--- src/hw/rtl/ng_pkg.sv ---
// Shared types, codes and constants of the noise gate envelope block.
// No dependencies; every other file of the block depends on this package.
package ng_pkg;

    localparam int SAMPLE_BITS_DEFAULT = 16;
    localparam int TICK_BITS_DEFAULT   = 16;

    localparam int CFG_INDEX_BITS = 3;
    localparam int CFG_DATA_BITS  = 16;
    localparam int THRESH_BITS    = 15;
    localparam int LENGTH_BITS    = 16;
    localparam int GAIN_BITS      = 16;
    localparam int GAIN_FRAC_BITS = 12;
    localparam int COMMAND_BITS   = 8;
    localparam int MODE_BITS      = 3;

    localparam logic [THRESH_BITS-1:0] OPEN_THRESHOLD_RESET  = 15'd16384;
    localparam logic [THRESH_BITS-1:0] CLOSE_THRESHOLD_RESET = 15'd16384;
    localparam logic [LENGTH_BITS-1:0] LENGTH_RESET          = 16'd0;
    localparam logic [GAIN_BITS-1:0]   OUTPUT_GAIN_RESET     = 16'd4096;

    localparam logic OPCODE_SAMPLE  = 1'b0;
    localparam logic OPCODE_COMMAND = 1'b1;
    localparam logic [COMMAND_BITS-1:0] CMD_BYPASS = 8'h00;

    typedef enum logic [CFG_INDEX_BITS-1:0] {
        REG_OPEN_THRESHOLD  = 3'd0,
        REG_CLOSE_THRESHOLD = 3'd1,
        REG_ATTACK_LENGTH   = 3'd2,
        REG_HOLD_LENGTH     = 3'd3,
        REG_RELEASE_LENGTH  = 3'd4,
        REG_OUTPUT_GAIN     = 3'd5
    } ng_cfg_reg_t;

    typedef enum logic [MODE_BITS-1:0] {
        MODE_OFF     = 3'd0,
        MODE_ATTACK  = 3'd1,
        MODE_ON      = 3'd2,
        MODE_HOLD    = 3'd3,
        MODE_RELEASE = 3'd4,
        MODE_BYPASS  = 3'd5
    } ng_mode_t;

    // How the envelope gain applies to one sample.
    typedef enum logic [1:0] {
        KIND_ZERO  = 2'd0,
        KIND_ONE   = 2'd1,
        KIND_RATIO = 2'd2
    } ng_kind_t;

    typedef struct packed {
        logic [THRESH_BITS-1:0] open_threshold;
        logic [THRESH_BITS-1:0] close_threshold;
        logic [LENGTH_BITS-1:0] attack_length;
        logic [LENGTH_BITS-1:0] hold_length;
        logic [LENGTH_BITS-1:0] release_length;
        logic [GAIN_BITS-1:0]   output_gain;
    } ng_cfg_t;

    // Commands from the sequencer to the datapath and envelope tracker.
    typedef struct packed {
        logic take_audio;
        logic take_command;
        logic mul;
        logic div_step;
        logic gain;
        logic emit;
    } ng_cmd_t;

    // Status from the datapath back to the sequencer.
    typedef struct packed {
        logic need_div;
        logic out_free;
    } ng_status_t;

endpackage

--- src/hw/rtl/ng_item_if.sv ---
// Input channel of the noise gate: valid/ready handshake with one item per beat.
// Depends on ng_pkg for widths.
interface ng_item_if #(
    parameter int SAMPLE_BITS = ng_pkg::SAMPLE_BITS_DEFAULT
);
    logic                              valid;
    logic                              ready;
    logic                              opcode;
    logic signed [SAMPLE_BITS-1:0]     sample_in;
    logic [ng_pkg::COMMAND_BITS-1:0]   command_code;

    modport source (output valid, opcode, sample_in, command_code, input ready);
    modport sink   (input valid, opcode, sample_in, command_code, output ready);
endinterface

--- src/hw/rtl/ng_result_if.sv ---
// Output channel of the noise gate: valid/ready handshake with one result per beat.
// Depends on ng_pkg for widths.
interface ng_result_if #(
    parameter int SAMPLE_BITS = ng_pkg::SAMPLE_BITS_DEFAULT
);
    logic                          valid;
    logic                          ready;
    logic signed [SAMPLE_BITS-1:0] sample_out;
    logic [ng_pkg::MODE_BITS-1:0]  gate_mode_out;

    modport source (output valid, sample_out, gate_mode_out, input ready);
    modport sink   (input valid, sample_out, gate_mode_out, output ready);
endinterface

--- src/hw/rtl/ng_cfg.sv ---
// Configuration register file of the noise gate.
// Depends on ng_pkg for register indexes, widths and reset values.
module ng_cfg (
    input  logic                              clk,
    input  logic                              rst_n,
    input  logic                              cfg_write,
    input  logic [ng_pkg::CFG_INDEX_BITS-1:0] cfg_index,
    input  logic [ng_pkg::CFG_DATA_BITS-1:0]  cfg_data,
    output ng_pkg::ng_cfg_t                   cfg
);
    import ng_pkg::*;

    logic [THRESH_BITS-1:0] open_threshold_reg;
    logic [THRESH_BITS-1:0] close_threshold_reg;
    logic [LENGTH_BITS-1:0] attack_length_reg;
    logic [LENGTH_BITS-1:0] hold_length_reg;
    logic [LENGTH_BITS-1:0] release_length_reg;
    logic [GAIN_BITS-1:0]   output_gain_reg;

    always_ff @(posedge clk or negedge rst_n)
    begin
        if (!rst_n)
        begin
            open_threshold_reg  <= OPEN_THRESHOLD_RESET;
            close_threshold_reg <= CLOSE_THRESHOLD_RESET;
            attack_length_reg   <= LENGTH_RESET;
            hold_length_reg     <= LENGTH_RESET;
            release_length_reg  <= LENGTH_RESET;
            output_gain_reg     <= OUTPUT_GAIN_RESET;
        end
        else if (cfg_write)
        begin
            // Indexes beyond the register list are dropped.
            case (cfg_index)
                REG_OPEN_THRESHOLD:  open_threshold_reg  <= cfg_data[THRESH_BITS-1:0];
                REG_CLOSE_THRESHOLD: close_threshold_reg <= cfg_data[THRESH_BITS-1:0];
                REG_ATTACK_LENGTH:   attack_length_reg   <= cfg_data[LENGTH_BITS-1:0];
                REG_HOLD_LENGTH:     hold_length_reg     <= cfg_data[LENGTH_BITS-1:0];
                REG_RELEASE_LENGTH:  release_length_reg  <= cfg_data[LENGTH_BITS-1:0];
                REG_OUTPUT_GAIN:     output_gain_reg     <= cfg_data[GAIN_BITS-1:0];
                default:             ;
            endcase
        end
    end

    always_comb
    begin
        cfg.open_threshold  = open_threshold_reg;
        cfg.close_threshold = close_threshold_reg;
        cfg.attack_length   = attack_length_reg;
        cfg.hold_length     = hold_length_reg;
        cfg.release_length  = release_length_reg;
        cfg.output_gain     = output_gain_reg;
    end

endmodule

--- src/hw/rtl/ng_env.sv ---
// Envelope tracker: gate mode, sample counter and the gain ratio of each sample.
// Depends on ng_pkg for mode codes, gain kinds and the configuration struct.
module ng_env #(
    parameter int SAMPLE_BITS = ng_pkg::SAMPLE_BITS_DEFAULT,
    parameter int TICK_BITS   = ng_pkg::TICK_BITS_DEFAULT
) (
    input  logic                            clk,
    input  logic                            rst_n,
    input  logic                            take_audio,
    input  logic                            take_command,
    input  logic [SAMPLE_BITS-1:0]          sample_in,
    input  logic [ng_pkg::COMMAND_BITS-1:0] command_code,
    input  ng_pkg::ng_cfg_t                 cfg,
    output logic [SAMPLE_BITS-1:0]          mag,
    output logic                            neg,
    output ng_pkg::ng_kind_t                kind,
    output logic [ng_pkg::LENGTH_BITS-1:0]  num,
    output logic [ng_pkg::LENGTH_BITS-1:0]  den,
    output ng_pkg::ng_mode_t                mode_after
);
    import ng_pkg::*;

    localparam int CW = TICK_BITS + 1;
    localparam int LW = (CW > LENGTH_BITS) ? CW : LENGTH_BITS;
    localparam int MW = (SAMPLE_BITS > THRESH_BITS) ? SAMPLE_BITS : THRESH_BITS;

    ng_mode_t       mode_reg, mode_next;
    logic [CW-1:0]  count_reg, count_next, count_base;
    logic           trans;
    logic [LW-1:0]  c_x, alen_x, hlen_x, rlen_x, diff_x;
    logic [MW-1:0]  mag_x, open_x, close_x;

    // The most negative sample negates onto itself, which is its exact magnitude.
    assign neg = sample_in[SAMPLE_BITS-1];
    assign mag = neg ? (~sample_in + 1'b1) : sample_in;

    assign mag_x   = MW'(mag);
    assign open_x  = MW'(cfg.open_threshold);
    assign close_x = MW'(cfg.close_threshold);
    assign c_x     = LW'(count_reg);
    assign alen_x  = LW'(cfg.attack_length);
    assign hlen_x  = LW'(cfg.hold_length);
    assign rlen_x  = LW'(cfg.release_length);
    assign diff_x  = rlen_x - c_x;

    always_comb
    begin
        mode_after = mode_reg;
        trans      = 1'b0;
        kind       = KIND_ONE;
        num        = '0;
        den        = '0;
        case (mode_reg)
            MODE_OFF:
            begin
                kind = KIND_ZERO;
                if (mag_x > open_x)
                begin
                    mode_after = MODE_ATTACK;
                    trans      = 1'b1;
                end
            end
            MODE_ATTACK:
            begin
                // A zero length or a counter at or past the length gives full gain.
                if (alen_x != '0 && c_x < alen_x)
                begin
                    kind = KIND_RATIO;
                    num  = c_x[LENGTH_BITS-1:0];
                    den  = cfg.attack_length;
                end
                if (c_x >= alen_x)
                begin
                    mode_after = MODE_ON;
                    trans      = 1'b1;
                end
            end
            MODE_ON:
            begin
                if (mag_x < close_x)
                begin
                    mode_after = MODE_HOLD;
                    trans      = 1'b1;
                end
            end
            MODE_HOLD:
            begin
                if (mag_x > open_x)
                begin
                    mode_after = MODE_ON;
                    trans      = 1'b1;
                end
                else if (c_x >= hlen_x)
                begin
                    mode_after = MODE_RELEASE;
                    trans      = 1'b1;
                end
            end
            MODE_RELEASE:
            begin
                if (rlen_x == '0 || c_x >= rlen_x)
                begin
                    kind = KIND_ZERO;
                end
                else
                begin
                    kind = KIND_RATIO;
                    num  = diff_x[LENGTH_BITS-1:0];
                    den  = cfg.release_length;
                end
                if (c_x >= rlen_x)
                begin
                    mode_after = MODE_OFF;
                    trans      = 1'b1;
                end
            end
            default:
            begin
                mode_after = MODE_BYPASS;
            end
        endcase
    end

    // The counter restarts after a transition and sticks at its top value.
    assign count_base = trans ? '0 : count_reg;

    always_comb
    begin
        mode_next  = mode_reg;
        count_next = count_reg;
        if (take_audio)
        begin
            mode_next  = mode_after;
            count_next = (count_base == '1) ? count_base : count_base + 1'b1;
        end
        else if (take_command && command_code == CMD_BYPASS)
        begin
            mode_next = MODE_BYPASS;
        end
    end

    always_ff @(posedge clk or negedge rst_n)
    begin
        if (!rst_n)
        begin
            mode_reg  <= MODE_OFF;
            count_reg <= '0;
        end
        else
        begin
            mode_reg  <= mode_next;
            count_reg <= count_next;
        end
    end

endmodule

--- src/hw/rtl/ng_dp.sv ---
// Arithmetic datapath: ramp multiply, serial divide, output gain, saturation
// and the output register. Depends on ng_pkg for widths, kinds and structs.
module ng_dp #(
    parameter int SAMPLE_BITS = ng_pkg::SAMPLE_BITS_DEFAULT
) (
    input  logic                           clk,
    input  logic                           rst_n,
    input  ng_pkg::ng_cmd_t                cmd,
    output ng_pkg::ng_status_t             status,
    input  logic [SAMPLE_BITS-1:0]         mag,
    input  logic                           neg,
    input  ng_pkg::ng_kind_t               kind,
    input  logic [ng_pkg::LENGTH_BITS-1:0] num,
    input  logic [ng_pkg::LENGTH_BITS-1:0] den,
    input  ng_pkg::ng_mode_t               mode_after,
    input  logic [ng_pkg::GAIN_BITS-1:0]   gain,
    input  logic                           out_ready,
    output logic                           out_valid,
    output logic [SAMPLE_BITS-1:0]         sample_out,
    output logic [ng_pkg::MODE_BITS-1:0]   gate_mode_out
);
    import ng_pkg::*;

    localparam int PW = SAMPLE_BITS + LENGTH_BITS;
    localparam int GW = SAMPLE_BITS + GAIN_BITS;
    localparam int YW = GW - GAIN_FRAC_BITS;
    localparam logic [YW-1:0] NEG_LIMIT = YW'(1) << (SAMPLE_BITS - 1);
    localparam logic [YW-1:0] POS_LIMIT = NEG_LIMIT - 1'b1;

    logic [SAMPLE_BITS-1:0] mag_reg;
    logic                   neg_reg;
    ng_kind_t               kind_reg;
    logic [LENGTH_BITS-1:0] num_reg, den_reg;
    ng_mode_t               mode_reg;
    logic [LENGTH_BITS-1:0] rem_reg;
    logic [SAMPLE_BITS-1:0] quo_reg;
    logic [GW-1:0]          gprod_reg;
    logic                   out_valid_reg, out_valid_next;
    logic [SAMPLE_BITS-1:0] sample_out_reg;
    ng_mode_t               mode_out_reg;

    logic [PW-1:0]          prod;
    logic [LENGTH_BITS:0]   r2, r_sub;
    logic                   ge;
    logic [GW-1:0]          gprod;
    logic [YW-1:0]          y, y_sat;
    logic [SAMPLE_BITS-1:0] result;

    assign prod = PW'(mag_reg) * PW'(num_reg);

    // One quotient bit per step; the quotient is known to fit the sample width,
    // so the upper product bits start out as a remainder below the divisor.
    assign r2    = {rem_reg, quo_reg[SAMPLE_BITS-1]};
    assign ge    = r2 >= {1'b0, den_reg};
    assign r_sub = r2 - {1'b0, den_reg};

    assign gprod = GW'(quo_reg) * GW'(gain);

    assign y = gprod_reg[GW-1:GAIN_FRAC_BITS];

    always_comb
    begin
        if (neg_reg)
        begin
            y_sat  = (y > NEG_LIMIT) ? NEG_LIMIT : y;
            result = ~y_sat[SAMPLE_BITS-1:0] + 1'b1;
        end
        else
        begin
            y_sat  = (y > POS_LIMIT) ? POS_LIMIT : y;
            result = y_sat[SAMPLE_BITS-1:0];
        end
    end

    always_ff @(posedge clk)
    begin
        if (cmd.take_audio)
        begin
            mag_reg  <= mag;
            neg_reg  <= neg;
            kind_reg <= kind;
            num_reg  <= num;
            den_reg  <= den;
            mode_reg <= mode_after;
        end
        if (cmd.mul)
        begin
            case (kind_reg)
                KIND_RATIO:
                begin
                    rem_reg <= prod[PW-1:SAMPLE_BITS];
                    quo_reg <= prod[SAMPLE_BITS-1:0];
                end
                KIND_ONE: quo_reg <= mag_reg;
                default:  quo_reg <= '0;
            endcase
        end
        if (cmd.div_step)
        begin
            rem_reg <= ge ? r_sub[LENGTH_BITS-1:0] : r2[LENGTH_BITS-1:0];
            quo_reg <= {quo_reg[SAMPLE_BITS-2:0], ge};
        end
        if (cmd.gain)
        begin
            gprod_reg <= gprod;
        end
        if (cmd.emit)
        begin
            sample_out_reg <= result;
            mode_out_reg   <= mode_reg;
        end
    end

    always_comb
    begin
        out_valid_next = out_valid_reg;
        if (out_valid_reg && out_ready)
        begin
            out_valid_next = 1'b0;
        end
        if (cmd.emit)
        begin
            out_valid_next = 1'b1;
        end
    end

    always_ff @(posedge clk or negedge rst_n)
    begin
        if (!rst_n)
        begin
            out_valid_reg <= 1'b0;
        end
        else
        begin
            out_valid_reg <= out_valid_next;
        end
    end

    assign status.need_div = (kind_reg == KIND_RATIO);
    assign status.out_free = !out_valid_reg || out_ready;

    assign out_valid     = out_valid_reg;
    assign sample_out    = sample_out_reg;
    assign gate_mode_out = mode_out_reg;

endmodule

--- src/hw/rtl/ng_ctrl.sv ---
// Sequencer of the noise gate: input handshake and the step order of the datapath.
// Depends on ng_pkg for the opcode and the command and status structs.
module ng_ctrl #(
    parameter int SAMPLE_BITS = ng_pkg::SAMPLE_BITS_DEFAULT
) (
    input  logic               clk,
    input  logic               rst_n,
    input  logic               item_valid,
    input  logic               item_opcode,
    output logic               item_ready,
    input  ng_pkg::ng_status_t status,
    output ng_pkg::ng_cmd_t    cmd
);
    import ng_pkg::*;

    localparam int DCW = $clog2(SAMPLE_BITS);

    typedef enum logic [4:0] {
        S_IDLE = 5'b00001,
        S_MUL  = 5'b00010,
        S_DIV  = 5'b00100,
        S_GAIN = 5'b01000,
        S_OUT  = 5'b10000
    } ng_state_t;

    ng_state_t      state_reg, state_next;
    logic [DCW-1:0] div_cnt_reg, div_cnt_next;
    logic           accept;

    assign item_ready = (state_reg == S_IDLE);
    assign accept     = item_valid && item_ready;

    always_comb
    begin
        cmd.take_audio   = accept && (item_opcode == OPCODE_SAMPLE);
        cmd.take_command = accept && (item_opcode == OPCODE_COMMAND);
        cmd.mul          = (state_reg == S_MUL);
        cmd.div_step     = (state_reg == S_DIV);
        cmd.gain         = (state_reg == S_GAIN);
        cmd.emit         = (state_reg == S_OUT) && status.out_free;
    end

    always_comb
    begin
        state_next   = state_reg;
        div_cnt_next = div_cnt_reg;
        case (state_reg)
            S_IDLE:
            begin
                if (cmd.take_audio)
                begin
                    state_next = S_MUL;
                end
            end
            S_MUL:
            begin
                if (status.need_div)
                begin
                    state_next   = S_DIV;
                    div_cnt_next = DCW'(SAMPLE_BITS - 1);
                end
                else
                begin
                    state_next = S_GAIN;
                end
            end
            S_DIV:
            begin
                if (div_cnt_reg == '0)
                begin
                    state_next = S_GAIN;
                end
                else
                begin
                    div_cnt_next = div_cnt_reg - 1'b1;
                end
            end
            S_GAIN:
            begin
                state_next = S_OUT;
            end
            S_OUT:
            begin
                if (status.out_free)
                begin
                    state_next = S_IDLE;
                end
            end
            default:
            begin
                state_next = S_IDLE;
            end
        endcase
    end

    always_ff @(posedge clk or negedge rst_n)
    begin
        if (!rst_n)
        begin
            state_reg   <= S_IDLE;
            div_cnt_reg <= '0;
        end
        else
        begin
            state_reg   <= state_next;
            div_cnt_reg <= div_cnt_next;
        end
    end

endmodule

--- src/hw/rtl/noise_gate_envelope_top.sv ---
// Noise gate with attack, hold and release envelope on signed audio samples.
// Top level; depends on ng_pkg, ng_item_if, ng_result_if, ng_cfg, ng_env, ng_ctrl, ng_dp.
//
// The gate works on one item at a time. A command beat is taken while the
// sequencer is idle and gives no result; code zero puts the gate into
// bypass, which only reset leaves. An audio beat gives exactly one result
// beat carrying the gated, amplified and saturated sample together with the
// gate mode after that sample. An accepted audio sample is registered; during
// an attack or release ramp its magnitude is multiplied by the ramp numerator
// and divided by the ramp length in a restoring divider that produces one
// quotient bit per cycle. The magnitude is then multiplied by the output gain
// and written to the result register once that register is free, after which
// the sequencer returns to idle and accepts the next item. A finished result
// waits in the output register, and the next item is accepted while it waits;
// only a second result that cannot be stored holds the sequencer. Configuration
// registers are written through cfg_write, cfg_index and cfg_data and must only
// be changed while no audio beat is in flight.
module noise_gate_envelope_top #(
    parameter int SAMPLE_BITS = ng_pkg::SAMPLE_BITS_DEFAULT,
    parameter int TICK_BITS   = ng_pkg::TICK_BITS_DEFAULT
) (
    input  logic                              clk,
    input  logic                              rst_n,
    input  logic                              cfg_write,
    input  logic [ng_pkg::CFG_INDEX_BITS-1:0] cfg_index,
    input  logic [ng_pkg::CFG_DATA_BITS-1:0]  cfg_data,
    ng_item_if.sink                           item,
    ng_result_if.source                       result
);
    import ng_pkg::*;

    ng_cfg_t                cfg;
    ng_cmd_t                cmd;
    ng_status_t             status;
    logic [SAMPLE_BITS-1:0] mag;
    logic                   neg;
    ng_kind_t               kind;
    logic [LENGTH_BITS-1:0] num;
    logic [LENGTH_BITS-1:0] den;
    ng_mode_t               mode_after;
    logic [SAMPLE_BITS-1:0] sample_out;

    // Register file written through the plain configuration port.
    ng_cfg u_cfg (
        .clk       (clk),
        .rst_n     (rst_n),
        .cfg_write (cfg_write),
        .cfg_index (cfg_index),
        .cfg_data  (cfg_data),
        .cfg       (cfg)
    );

    // The envelope tracker decides the gain of a sample and the next mode in
    // the same cycle the beat is accepted; the datapath captures its answer.
    ng_env #(
        .SAMPLE_BITS (SAMPLE_BITS),
        .TICK_BITS   (TICK_BITS)
    ) u_env (
        .clk          (clk),
        .rst_n        (rst_n),
        .take_audio   (cmd.take_audio),
        .take_command (cmd.take_command),
        .sample_in    (item.sample_in),
        .command_code (item.command_code),
        .cfg          (cfg),
        .mag          (mag),
        .neg          (neg),
        .kind         (kind),
        .num          (num),
        .den          (den),
        .mode_after   (mode_after)
    );

    // The sequencer steps the datapath through multiply, divide, gain and emit.
    ng_ctrl #(
        .SAMPLE_BITS (SAMPLE_BITS)
    ) u_ctrl (
        .clk         (clk),
        .rst_n       (rst_n),
        .item_valid  (item.valid),
        .item_opcode (item.opcode),
        .item_ready  (item.ready),
        .status      (status),
        .cmd         (cmd)
    );

    ng_dp #(
        .SAMPLE_BITS (SAMPLE_BITS)
    ) u_dp (
        .clk           (clk),
        .rst_n         (rst_n),
        .cmd           (cmd),
        .status        (status),
        .mag           (mag),
        .neg           (neg),
        .kind          (kind),
        .num           (num),
        .den           (den),
        .mode_after    (mode_after),
        .gain          (cfg.output_gain),
        .out_ready     (result.ready),
        .out_valid     (result.valid),
        .sample_out    (sample_out),
        .gate_mode_out (result.gate_mode_out)
    );

    assign result.sample_out = sample_out;

endmodule

--- src/flat_wrapper.sv ---
// flat-port wrapper written by rule: the top's interface ports become plain ports
module noise_gate_envelope_top_flat import ng_pkg::*;
#(
    parameter int SAMPLE_BITS = ng_pkg::SAMPLE_BITS_DEFAULT,
    parameter int TICK_BITS   = ng_pkg::TICK_BITS_DEFAULT
)
  (clk, rst_n, cfg_write, cfg_index, cfg_data, item_valid, item_opcode, item_sample_in, item_command_code, item_ready, result_valid, result_sample_out, result_gate_mode_out, result_ready);
  ng_item_if #(.SAMPLE_BITS(SAMPLE_BITS)) item_i ();
  ng_result_if #(.SAMPLE_BITS(SAMPLE_BITS)) result_i ();
  input  logic clk;
  input  logic rst_n;
  input  logic cfg_write;
  input  logic [ng_pkg::CFG_INDEX_BITS-1:0] cfg_index;
  input  logic [ng_pkg::CFG_DATA_BITS-1:0] cfg_data;
  input wire logic [$bits(item_i.valid)-1:0] item_valid;
  input wire logic [$bits(item_i.opcode)-1:0] item_opcode;
  input wire logic [$bits(item_i.sample_in)-1:0] item_sample_in;
  input wire logic [$bits(item_i.command_code)-1:0] item_command_code;
  output wire logic [$bits(item_i.ready)-1:0] item_ready;
  output wire logic [$bits(result_i.valid)-1:0] result_valid;
  output wire logic [$bits(result_i.sample_out)-1:0] result_sample_out;
  output wire logic [$bits(result_i.gate_mode_out)-1:0] result_gate_mode_out;
  input wire logic [$bits(result_i.ready)-1:0] result_ready;
  assign item_i.valid = item_valid;
  assign item_i.opcode = item_opcode;
  assign item_i.sample_in = item_sample_in;
  assign item_i.command_code = item_command_code;
  assign item_ready = item_i.ready;
  assign result_valid = result_i.valid;
  assign result_sample_out = result_i.sample_out;
  assign result_gate_mode_out = result_i.gate_mode_out;
  assign result_i.ready = result_ready;
  noise_gate_envelope_top #(.SAMPLE_BITS(SAMPLE_BITS), .TICK_BITS(TICK_BITS)) u_core (.clk(clk), .rst_n(rst_n), .cfg_write(cfg_write), .cfg_index(cfg_index), .cfg_data(cfg_data), .item(item_i), .result(result_i));
endmodule
--- config.mk ---
export PLATFORM = sky130hd
export DESIGN_NAME = noise_gate_envelope_top_flat
export DESIGN_NICKNAME = d
export VERILOG_FILES = /design/src/hw/rtl/ng_pkg.sv /design/src/hw/rtl/ng_item_if.sv /design/src/hw/rtl/ng_result_if.sv /design/src/hw/rtl/ng_cfg.sv /design/src/hw/rtl/ng_env.sv /design/src/hw/rtl/ng_dp.sv /design/src/hw/rtl/ng_ctrl.sv /design/src/hw/rtl/noise_gate_envelope_top.sv /design/src/flat_wrapper.sv
export SDC_FILE = /design/constraint.sdc
export NUM_CORES = 2
export LEC_CHECK = 0
export ABC_AREA = 1
export BUFFER_PORTS_ARGS = -buffer_cell sky130_fd_sc_hd__buf_4
export CORE_ASPECT_RATIO = 0.9
export CORE_MARGIN = 2
export CORE_UTILIZATION = 60
export DETAILED_ROUTE_END_ITERATION = 12
export HOLD_SLACK_MARGIN = 0.05
export PLACE_DENSITY = 0.77
export SLEW_MARGIN = 20
export SYNTH_ARGS = -nofsm -noshare
export SYNTH_HDL_FRONTEND = slang
export SYNTH_HIERARCHICAL = 1
export SYNTH_SLANG_ARGS = --single-unit
--- constraint.sdc ---
create_clock -name clk -period 10.9 [get_ports clk]
set_input_delay 1.09 -clock clk [delete_from_list [all_inputs] [get_ports clk]]
set_output_delay 1.09 -clock clk [all_outputs]
set_load 0.02 [all_outputs]
======== After elaboration in Yosys (flattened, before gate mapping) ========
Index checks and enable logic that the tools add are counted.
word-level totals
  flip-flop bits (word level) ............. 261
  word-level logic and storage cells ...... 141
cells by class
  mux-type cells .......................... 48
  multipliers ............................. 2
  bitwise gates (word level) .............. 3
  equal/unequal tests ..................... 22
  add/subtract/negate cells ............... 6
  order comparisons ....................... 9
  reduce and logical (&&, ||, !) cells .... 29
operators by type and width
  kind                                                             count
  two-way mux 16 bit                                               14
  case mux 16 bit (2 select lines)                                 3
  >= comparator 17 x 16 -> 1 bit                                   4
  multiplier 16 x 16 -> 32 bit                                     2
  two-way mux 17 bit                                               2
  adder 16 x 1 -> 16 bit, second input constant                    2
  inverter 16 bit                                                  2
  subtractor 16 bit                                                2
  case mux 5 bit (5 select lines)                                  1
  two-way mux 3 bit                                                8
  greater-than comparator 20 x 15 -> 1 bit, second input constant  1
  greater-than comparator 20 x 16 -> 1 bit, second input constant  1
  adder 17 x 1 -> 17 bit, second input constant                    1
  equality test 17 bit, second input constant                      1
  logical NOT 17 bit                                               1
  less-than comparator 17 x 16 -> 1 bit                            1
  nonzero test 17 bit                                              1
  greater-than comparator 16 x 15 -> 1 bit                         1
  less-than comparator 16 x 15 -> 1 bit                            1
  two-way mux 5 bit                                                3
  case mux 3 bit (5 select lines)                                  1
  AND reduction 2 bit                                              7
  equality test 3 x 2 -> 1 bit, second input constant              4
  two-way mux 4 bit                                                3
  26 further kinds                                                 52

======== Logic depth before layout (Yosys ltp) ========
  word-level depth ........................ 9
  depth in mapped cells ................... 28

======== Modules after synthesis ========
Netlist, hierarchy kept.
modules (own cells, without submodules)
  module   cells each  times used  seq. area each (µm²)  area each (µm²)
  ng_dp    3059        1           3778.6                24058.1
  ng_env   835         1           500.5                 5196.2
  ng_cfg   417         1           2356.0                3714.8
  ng_ctrl  76          1           226.5                 554.3

======== Worst setup path after synthesis ========
Ideal clock, no wire load.
  path kind ............................... reg-to-reg
  start point ............................. reg u_core.u_dp.mag_reg[5]
  end point ............................... reg u_core.u_dp.rem_reg[13], data pin
  buffers on the path ..................... 2
  data arrival time ....................... 5388 ps
  library setup time ...................... 254 ps
  data required time ...................... 10646 ps
  setup slack ............................. 5259 ps
  stages on the path, launching flop included .. 24
  clock period less this slack ............ 5641 ps
  path through ............................ edfxtp_1 clkbuf_1 clkbuf_1 nand2_1 fa_1 inv_1 fa_1 inv_1 fa_1 inv_1 fa_1 fa_1 inv_1 fa_1 inv_1 ha_1 a21oi_1 inv_1 a21oi_1 nor2_1 o21bai_1 nand4_1 nand3_1 nand2_1
on the way
  longest elaborated chain between the ends .. 4
ends and longest elaborated chain
  item                          line          source
  start, declared               ng_dp.sv:30   logic [SAMPLE_BITS-1:0] mag_reg;
  start signal, assigned        ng_dp.sv:79   mag_reg <= mag;
  multiplier 16 x 16 -> 32 bit  ng_dp.sv:49   assign prod = PW'(mag_reg) * PW'(num_reg);
  two-way mux 16 bit            ng_dp.sv:88   case (kind_reg)
  two-way mux 16 bit            ng_dp.sv:86   if (cmd.mul)
  two-way mux 16 bit            ng_dp.sv:98   if (cmd.div_step)
  end signal, assigned          ng_dp.sv:91   rem_reg <= prod[PW-1:SAMPLE_BITS];
  end signal, assigned          ng_dp.sv:100  rem_reg <= ge ? r_sub[LENGTH_BITS-1:0] : r2[LENGTH_BITS-1:0];
  end, declared                 ng_dp.sv:35   logic [LENGTH_BITS-1:0] rem_reg;
No other way between the ends. The select of a mux whose other input is x is not followed.
A chain may end at the register's enable or synchronous reset.

======== Worst setup path in the final report ========
  start point ............................. reg u_core.u_dp.mag_reg[5]
  end point ............................... reg u_core.u_dp.rem_reg[4], data pin
The elaborated chain is that of the path after synthesis.

==> out/qor.txt <==
status -> finished, final reports clean
cells along the critical path -> nand2_1 > fa_1 > inv_1 > fa_1 > fa_1 > fa_1 > fa_1 > inv_1 > fa_1 > inv_1 > ha_1 > a21oi_1 > o21ai_0 > a21oi_1 > nand3_1 > o21ai_0 > o21ai_1
critical path endpoint -> u_core/u_dp/rem_reg[4]
critical path arrival -> 6720 ps
Tcrit/Tclk final -> 0.587
Synth Register Bits -> 249
GRT Total Usage -> 0.320
CTS root buffer -> clkbuf_16
Area contributors post-synth -> fa_1, nand2_1, ha_1
Placeable Area -> 55500 µm²
initial core utilization -> 0.604
first-pass GRT wire length -> 147000 µm
area occupied by registers -> 6860 µm²
Overflow after GRT -> 0
DP HPWL -> 69700 µm
Ys Warns -> 6
initial antenna violation count -> 0
area share of the largest cell type after synthesis -> 0.232
flop-to-flop setup slack -> 4500 ps
post-route setup slack -> 4500 ps
vias in the first global route -> 28400
Yosys top cell by area -> fa_1
Rows -> 82
number of max-cap violations -> 0
setup_tns -> 0 ps
crit path from -> u_core/u_dp/mag_reg[5]
Largest register FFs -> 20
Top FF cell, synth -> edfxtp_1
Final setup viols -> 0
Rel. slew slack -> 0.344
Reg-to-Reg End -> u_core/u_dp/rem_reg[4]
Critical Setup Path Class -> register to register
drt total wl -> 88700 µm
Clock Path Buffers -> 3
Synth Area per Inst -> 7.64 µm²
area grow syn2layout -> 5.38%
layout cells sized above 1 -> 0.0541
hold_sp -> u_core/u_dp/mode_reg[2]
fin crit period -> 6400 ps
critical path's top delay family -> adder cells
CP bufs+invs -> 3
share of synthesized flip-flops with an asynchronous set or reset -> 0.498
Post-DRT Antenna Nets -> 0
Util after Layout -> 0.636
r2r worst-path depth -> 17
area of the multi-input gates -> 22100 µm²
die area -> 57800 µm²
commonest non-fill, non-tap cell in the layout -> nand2_1
Vias -> 27800
fillers -> 4951
worst endpoint required time -> 11220 ps
placed insts -> 5046
largest net degree at the start of global routing -> 73
total setup buffers inserted after CTS -> 0
Hold WC Path Type -> register to register
Port Buffers -> 69
clock sink total -> 249
DP Worst Slack -> 4620 ps
Least-Margin Pin Slew -> 984 ps
TritonRoute pass-1 iters -> 6
worst reg2reg path startpoint -> u_core/u_dp/mag_reg[5]
count of pins over their slew limit -> 0
drt wl/cell -> 17.4 µm
Seq/Total Area, Yosys -> 0.205
die height -> 228 µm
CTS tree -> built
crit-path max FO -> 17
post-CTS sizing -> 0
# diodes -> 0
max incr delay on CP -> 890 ps
TritonCTS Buffers -> 30
number of vias per cell -> 5.45
Post-Synthesis Cells -> 4387
unrepaired setup endpoints after global routing -> no
drt initial violations -> 2633
CP Capture Type -> register
Fin Clk Skew -> 28.2 ps
Post-Syn Nets -> 5144
Final Hold Viols -> 0
Routability Congestion -> 0.983
CTS H-Tree Depth -> 1
clock-pin slew on the worst setup and hold paths -> 70 ps
critical path depth -> 17
commonest non-fill, non-tap cells in the layout -> nand2_1, inv_1, fa_1
clock latency on the worst-skew pair -> 590 ps
post-route insts no fill -> 5102
Die X -> 253 µm
Unique masters post-synth -> 62
I/O pin count -> 70
# DRC -> 0
hold_buf cts -> 0
CP Launch Type -> register
critical path's slowest cell -> edfxtp_1
fmax -> 0.156 GHz
crit-path most repeated cell -> fa_1
final net count -> 5079
Post-synth EDFFs -> 125
Mapped Area -> 33500 µm²
[cells in the mapped netlist (all sizes together), types with 38 or more instances]
cell	number
a21oi	143
buf	38
clkbuf	141
dfrtp	120
edfxtp	125
fa	389
ha	319
inv	999
nand2	1287
nand3	191
nor2	231
o21ai	129
xor2	46
[cell type report]
class	count	share of cell area
Timing Repair Buffer	82	0.0174
Inverter	1001	0.106
Sequential cell	249	0.194
Clock buffer	46	0.0256
Multi-Input combinational cell	2958	0.626
Tap cell	756	0.0268
Clock inverter	10	0.00312
[routing by layer]
| layer | vias up | wire [µm] | GRT usage |
|---|---|---|---|
| met1 | 13300 | 37700 | 0.452 |
| met5 | - | 0 | 0 |
| met3 | 173 | 8820 | 0.0638 |
| met2 | 1187 | 39400 | 0.500 |
| met4 | 0 | 2790 | 0.102 |
| li1 | 13200 | - | - |
[metrics by stage]
stage          hold slack [ps]  instance area [µm²]
2_1_floorplan              400                33500
5_1_grt                    445                35300
3_3_place_gp               422                34300
6_report                   431                35300
4_1_cts                    436                35300
3_5_place_dp               418                34300
[how the worst min path moves through the flow]
stage / endpoint / cells after the start
6_report: u_core/u_dp/gate_mode_out[2] / 0
5_1_grt: u_core/u_dp/gate_mode_out[2] / 0
3_3_place_gp: u_core/u_dp/gate_mode_out[2] / 0
2_1_floorplan: u_core/u_dp/gate_mode_out[0] / 0
4_1_cts: u_core/u_dp/gate_mode_out[2] / 0
3_5_place_dp: u_core/u_dp/gate_mode_out[2] / 0
[logic make-up after synthesis]
kind of cell	count (synthesis)	share of synthesized area
adder cells (fa/ha/maj)	708	0.351
buffers and inverters	1180	0.136
AND/OR/NAND/NOR	1814	0.228
XOR/XNOR	64	0.0167
flip-flops	249	0.205
AO/OA/AOI/OAI	372	0.0636
[worst register-to-register path, cell delays in order, from the launching register on]
cell and delay, ps:
edfxtp_1 890, nand2_1 230, fa_1 580, inv_1 50, fa_1 490, fa_1 530
fa_1 540, fa_1 540, inv_1 50, fa_1 540, inv_1 40, ha_1 370
a21oi_1 210, o21ai_0 150, a21oi_1 300, nand3_1 210, o21ai_0 280, o21ai_1 110
Power is left out: the tool's default activity adds up to more than one toggle a clock period on the data nets, which glitch-free logic cannot reach.
